[src/cbz_pkg.sv]
// Shared types and constants for the cubic Bezier point/tangent evaluator.
`default_nettype none
package cbz_pkg;
   localparam int CoordW = 16;
   localparam int ParamW = 17;
   localparam int SlopeW = 19;
   localparam int HeadW = 16;
   localparam int AngW = 32;
   localparam int TableLen = 24;
   localparam int CordW = 24;
   localparam int RegIdxW = 3;

   typedef enum logic [RegIdxW-1:0] {
      REG_START_X = 3'd0,
      REG_START_Y = 3'd1,
      REG_CTRL_A_X = 3'd2,
      REG_CTRL_A_Y = 3'd3,
      REG_CTRL_B_X = 3'd4,
      REG_CTRL_B_Y = 3'd5,
      REG_END_X = 3'd6,
      REG_END_Y = 3'd7
   } reg_idx_type;

   typedef struct packed {
      logic signed [CordW-1:0] x;
      logic signed [CordW-1:0] y;
      logic signed [AngW-1:0] z;
      logic zero;
   } cordic_type;

   function automatic logic signed [AngW-1:0] atan_entry(input int i);
      logic signed [AngW-1:0] v;
      case (i)
         0: v = 32'sd1474560;
         1: v = 32'sd870484;
         2: v = 32'sd459940;
         3: v = 32'sd233473;
         4: v = 32'sd117189;
         5: v = 32'sd58652;
         6: v = 32'sd29333;
         7: v = 32'sd14667;
         8: v = 32'sd7334;
         9: v = 32'sd3667;
         10: v = 32'sd1833;
         11: v = 32'sd917;
         12: v = 32'sd458;
         13: v = 32'sd229;
         14: v = 32'sd115;
         15: v = 32'sd57;
         16: v = 32'sd29;
         17: v = 32'sd14;
         18: v = 32'sd7;
         19: v = 32'sd4;
         20: v = 32'sd2;
         21: v = 32'sd1;
         default: v = '0;
      endcase
      return v;
   endfunction
endpackage
`default_nettype wire

[src/cbz_cordic.sv]
// Pipelined CORDIC vectoring unit producing the tangent heading.
`default_nettype none
module cbz_cordic #(
   parameter int CORDIC_STEPS = 16
) (
   input wire logic clock,
   input wire logic reset,
   input wire logic in_valid,
   input wire logic signed [cbz_pkg::SlopeW-1:0] in_x,
   input wire logic signed [cbz_pkg::SlopeW-1:0] in_y,
   output logic out_valid,
   output logic signed [cbz_pkg::HeadW-1:0] out_heading
);
   localparam int Steps = (CORDIC_STEPS > cbz_pkg::TableLen) ? cbz_pkg::TableLen
                                                             : CORDIC_STEPS;
   localparam int W = cbz_pkg::CordW;
   localparam int AW = cbz_pkg::AngW;
   localparam int HeadW_l = cbz_pkg::HeadW;

   cbz_pkg::cordic_type pre_in, pre_ff;
   logic pre_vld_ff;
   cbz_pkg::cordic_type stg_ff [Steps];
   logic stg_vld_ff [Steps];
   logic signed [AW-1:0] zr;
   logic signed [HeadW_l-1:0] hd_in;
   logic signed [HeadW_l-1:0] hd_ff;
   logic hd_vld_ff;

   always_comb begin
      logic signed [W-1:0] x, y;
      x = W'(in_x);
      y = W'(in_y);
      pre_in.zero = (in_x == '0) && (in_y == '0);
      pre_in.x = x;
      pre_in.y = y;
      pre_in.z = '0;
      if (in_x < 0) begin
         if (in_y >= 0) begin
            pre_in.x = y;
            pre_in.y = -x;
            pre_in.z = AW'(90 * 32768);
         end else begin
            pre_in.x = -y;
            pre_in.y = x;
            pre_in.z = -AW'(90 * 32768);
         end
      end
   end

   always_ff @(posedge clock) begin
      if (reset) begin
         pre_vld_ff <= 1'b0;
      end else begin
         pre_vld_ff <= in_valid;
      end
      pre_ff <= pre_in;
   end

   for (genvar i = 0; i < Steps; i++) begin : g_stage
      cbz_pkg::cordic_type src, nxt;
      logic src_vld;
      if (i == 0) begin : g_first
         assign src = pre_ff;
         assign src_vld = pre_vld_ff;
      end else begin : g_rest
         assign src = stg_ff[i-1];
         assign src_vld = stg_vld_ff[i-1];
      end
      always_comb begin
         nxt = src;
         if (src.y >= 0) begin
            nxt.x = src.x + (src.y >>> i);
            nxt.y = src.y - (src.x >>> i);
            nxt.z = src.z + cbz_pkg::atan_entry(i);
         end else begin
            nxt.x = src.x - (src.y >>> i);
            nxt.y = src.y + (src.x >>> i);
            nxt.z = src.z - cbz_pkg::atan_entry(i);
         end
      end
      always_ff @(posedge clock) begin
         if (reset) begin
            stg_vld_ff[i] <= 1'b0;
         end else begin
            stg_vld_ff[i] <= src_vld;
         end
         stg_ff[i] <= nxt;
      end
   end

   always_comb begin
      zr = (stg_ff[Steps-1].z + AW'(128)) >>> 8;
      if (stg_ff[Steps-1].zero) begin
         hd_in = '0;
      end else if (zr > AW'(23040)) begin
         hd_in = HeadW_l'(23040);
      end else if (zr < -AW'(23040)) begin
         hd_in = -HeadW_l'(23040);
      end else begin
         hd_in = HeadW_l'(zr);
      end
   end

   always_ff @(posedge clock) begin
      if (reset) begin
         hd_vld_ff <= 1'b0;
      end else begin
         hd_vld_ff <= stg_vld_ff[Steps-1];
      end
      hd_ff <= hd_in;
   end

   assign out_valid = hd_vld_ff;
   assign out_heading = hd_ff;
endmodule
`default_nettype wire
[config.mk]
export PLATFORM = sky130hd
export DESIGN_NAME = cbz_cordic
export DESIGN_NICKNAME = d
export VERILOG_FILES = /design/src/cbz_pkg.sv /design/src/cbz_cordic.sv
export SDC_FILE = /design/constraint.sdc
export NUM_CORES = 2
export LEC_CHECK = 0
export BUFFER_PORTS_ARGS = -buffer_cell sky130_fd_sc_hd__buf_2
export CORE_ASPECT_RATIO = 1.25
export CORE_MARGIN = 2
export CORE_UTILIZATION = 70
export CTS_BUF_LIST = sky130_fd_sc_hd__clkbuf_16
export DETAILED_ROUTE_END_ITERATION = 10
export GPL_ROUTABILITY_DRIVEN = 0
export GPL_TIMING_DRIVEN = 0
export PLACE_DENSITY = 0.87
export SLEW_MARGIN = 10
export SYNTH_ARGS = -nofsm -noshare
export SYNTH_HDL_FRONTEND = slang
export SYNTH_SLANG_ARGS = --single-unit
[constraint.sdc]
create_clock -name clock -period 9.1 [get_ports clock]
set_clock_uncertainty 0.05 [all_clocks]
set_input_delay 1.82 -clock clock [delete_from_list [all_inputs] [get_ports clock]]
set_output_delay 1.82 -clock clock [all_outputs]
set_load 0.02 [all_outputs]
### After elaboration in Yosys (flattened, before gate mapping)

Memories as Yosys holds them, arrays and structs flattened. A register that Yosys moved wholly into a read port is not among the register bits.
Cells that the tools add are included.

| word-level totals | value |
|---|---|
| register bits | 98 |
| bits in writable memories | 1312 |
| bits of input ports | 41 |
| output and inout bits | 17 |
| logic and storage cells | 188 |
| memories | 2 |

Memories:

| memory | words | width | read ports | clocked after Yosys merged registers in | write ports | line | source |
|---|---|---|---|---|---|---|---|
| stg_ff | 16 | 81 | 16 | 0 | 16 | cbz_cordic.sv:22 | `cbz_pkg::cordic_type stg_ff [Steps];` |
| stg_vld_ff | 16 | 1 | 16 | 1 | 16 | cbz_cordic.sv:23 | `logic stg_vld_ff [Steps];` |

| cells by class | value |
|---|---|
| $add $sub $neg | 98 |
| $lt $le $gt $ge | 20 |
| muxes and demuxes | 39 |
| bitwise gates (word level) | 16 |
| reduce and logical (&&, ||, !) cells | 5 |

Operators by type and width:

| kind | count |
|---|---|
| $mux 80 | 18 |
| $ge 24x1->1 const B | 16 |
| $add 32x9->32 const B | 2 |
| $add 24x10->24 | 2 |
| $add 24x11->24 | 2 |
| $add 24x12->24 | 2 |
| $add 24x13->24 | 2 |
| $add 24x14->24 | 2 |
| $add 24x15->24 | 2 |
| $add 24x16->24 | 2 |
| $add 24x17->24 | 2 |
| $add 24x18->24 | 2 |
| $add 24x19->24 | 2 |
| $add 24x20->24 | 2 |
| $add 24x21->24 | 2 |
| $add 24x22->24 | 2 |
| $add 24x23->24 | 2 |
| $add 24x9->24 | 2 |
| $neg 19->24 | 2 |
| $sub 24x10->24 | 2 |
| $sub 24x11->24 | 2 |
| $sub 24x12->24 | 2 |
| $sub 24x13->24 | 2 |
| $sub 24x14->24 | 2 |
| 55 further kinds | 100 |

### Depth between registers and ports, before layout

An unclocked memory read counts as a cell.

| depth | value |
|---|---|
| word-level depth | 5 |
| mapped depth | 19 |
| mapped depth without buffers | 18 |

### Worst setup path before layout

OpenSTA, ideal clock, no wires.

| timing | value |
|---|---|
| kind | register to register |
| start point | memory stg_ff[0][137] (netlist name) |
| end point | memory stg_ff[0][242] (netlist name) |
| library setup time | 72 ps |
| data arrival time | 4407 ps |
| data required time | 8978 ps |
| slack | 4570 ps |
| cell stages (with the launch flop) | 20 |
| buffers on the path | 5 |
| clock period less this slack | 4530 ps |
| cell sequence | dfxtp_1 buf_2 buf_1 clkbuf_1 buf_1 clkbuf_1 nand2_1 o21ai_0 ha_1 a21o_1 a21oi_1 o21ai_1 a2111oi_2 o31ai_1 a211o_1 a31oi_1 nor2b_1 o21a_1 o41ai_1 xnor2_1 |

RTL lines:

| what | line |
|---|---|
| start: declaration | cbz_cordic.sv:22 |

==> impl_metrics.tcl <==
set metrics [dict create \
    holdWs_ns 0.274 \
    grt_max_degree 27 \
    ys_async_sr_fraction_pct 0 \
    post_cts_buffers 0 \
    holdPathStages 0 \
    worstRegToRegCells 18 \
    numPortBuffers 57 \
    fin_cells 11800 \
    synthCells 9890 \
    outcome "completed" \
    cp_data_required_time_ns 9.73 \
    grt_usage_pct 33.2 \
    drt_iter0_markers 5303 \
    worst_setup_path_start_kind "register" \
    wl_per_cell_um 17.8 \
    antenna_found_initial 0 \
    num_rows 142 \
    period_share_pct 70.6 \
    drtAntennaViolNets 0 \
    yosysSeqAreaShare_pct 29.0 \
    ioPinCount 58 \
    dpl.hpwl_um 164000 \
    slew_headroom_pct 23.8 \
    dpl.cell_count 11600 \
    diodes 0 \
    final_common_cell "dfxtp_1" \
    cts_made_buffers 118 \
    num_vias 74400 \
    utilization_pct 75.6 \
    die_area_um2 123000 \
    areaGrowthSynthToFinish_pct 7.47 \
    ys_ff_latch 1217 \
    hold_violations 0 \
    report.final.slew_viol_count 0 \
    grt_pass1_vias 74000 \
    insertion_delay_ns 0.77 \
    first_pass_iters 8 \
    die_h_um 392 \
    drive_above_1_share_pct 3.35 \
    yosys_warnings 0 \
    drc 0 \
    endpoint_kind "register" \
    h-tree-depth 3 \
    ctsHoldBuffers 0 \
    clk_pin_slew_worst_paths_ns 0.07 \
    finalSetupViolations 0 \
    post-route-min-period_ns 6.42 \
    cts_root_buf "clkbuf_16" \
    clockBufferDepth 3 \
    fillers 8259 \
    rsz0062_at_grt "false" \
    viasPerCell 6.29 \
    cts_tree "built" \
    max_freq_ghz 0.156 \
    core_area_um2 120000 \
    crit_type "register to register" \
    grt_pass1_wl_um 345000 \
    die-width_um 314 \
    nets 11200 \
    synthFlopType "dfxtp_1" \
    grt_overflow_total 0 \
    synth-edff-count 0 \
    cts-resized-gates 0 \
    clock-sinks 1217 \
    fin_tns_setup_ns 0 \
    start_util_pct 70.4 \
    syn_area_um2 84100 \
    layout_common_cells "dfxtp_1, ha_1, xnor2_1" \
    syn_area_per_cell_um2 8.51 \
    max_cap_violations 0 \
    holdCritPathClass "register to register" \
    totalWireLength_um 211000 \
    crit_fanout 10 \
    crit_arrival_ns 7.05 \
    yosysUniqueCellTypes 97 \
    worstMarginPinSlew_ns 1.14 \
]
==> cells in the mapped netlist (82+ instances only) <==
master / instances / area share (%)
o21bai_1: 112 / 1.0
dfxtp_1: 1217 / 29
nor2_1: 818 / 3.6
nor2b_1: 147 / 1.1
a31oi_1: 95 / 0.71
xor2_1: 461 / 4.8
nor4_1: 99 / 0.74
inv_1: 430 / 1.9
nor3_1: 263 / 1.6
nand2b_1: 158 / 1.2
or4_1: 90 / 0.80
o21a_1: 135 / 1.2
nand2_1: 600 / 2.7
a21oi_1: 824 / 4.9
nand3_1: 208 / 1.2
o31ai_1: 143 / 1.3
o41ai_1: 82 / 0.85
xnor2_1: 962 / 10
a21o_1: 322 / 2.9
or3_1: 108 / 0.80
and3_1: 89 / 0.66
ha_1: 997 / 15
o21ai_0: 447 / 2.7
clkbuf_1: 192 / 0.86
==> worst paths after layout <==
| path | slack, ns | end | start |
|---|---|---|---|
| worst min-delay path | 0.27 | stg_ff[1][567] | stg_ff[1][486] |
| worst max register to register | 2.68 | stg_ff[0][298] | stg_ff[0][218] |
| worst max-delay path | 2.68 | stg_ff[0][298] | stg_ff[0][218] |
| worst min register to register | 0.27 | stg_ff[1][567] | stg_ff[1][486] |
==> cell type report <==
cell class	instances	area, um2	area share (%)
Multi-Input combinational cell	8077	57500	63.6
Sequential cell	1217	24400	26.9
Clock buffer	118	2950	3.27
Tap cell	1584	1980	2.19
Inverter	436	1640	1.81
Buffer	241	930	1.03
Clock inverter	100	752	0.832
Timing Repair Buffer	57	285	0.316
==> per-stage QoR <==
| stage | area [um2] | setup WS, ns |
|---|---|---|
| final | 90400 | 2.68 |
| after detailed placement | 86700 | 2.85 |
| after global routing | 90400 | 2.28 |
| after CTS | 90400 | 2.84 |
| after global placement | 86700 | 3.04 |
| after floorplan | 84400 | 4.57 |
==> kinds of logic after synthesis <==
kind of cell    count (synthesis)  synth area share, %
xor+xnor                     1423                 14.8
compound gates               2661                 20.3
buf+inv                       677                 3.04
simple gates                 2802                 16.2
other cells                     1              0.00446
mux                            69                0.828
flops                        1217                 29.0
fa+ha+maj                    1040                 15.8
==> registers in the layout (all words and copies together), names as in the netlist <==
| name | cells |
|---|---|
| stg_ff | 1133 |
| g_stage.src | 49 |
| out_heading | 16 |
| stg_vld_ff | 16 |
| g_stage.nxt | 1 |
| g_stage.src_vld | 1 |
| out_valid | 1 |
==> critical path: stages (launching register included) <==
cell	delay [ns]
dfxtp_1	0.31
clkbuf_1	0.38
buf_1	0.47
clkbuf_1	0.57
buf_1	0.78
clkbuf_1	0.64
mux2i_1	0.31
fa_1	0.49
a21o_1	0.18
a21oi_1	0.26
o21ai_0	0.15
a31oi_1	0.33
o21ai_0	0.26
a41oi_1	0.34
a21oi_1	0.19
nand4_1	0.14
nand4b_1	0.12
a21oi_1	0.20
xnor2_1	0.13
==> layer usage <==
layer / up-vias / routed length (um) / track usage, %
met3: 1041 / 10300 / 4.71
met1: 34800 / 75900 / 32.6
met5: - / 0 / 0
met2: 2692 / 110000 / 63.6
met4: 0 / 14900 / 22.9
li1: 35900 / - / -
Power is left out: the tool's default activity adds up to more than one toggle a clock period on the data nets, which glitch-free logic cannot reach.
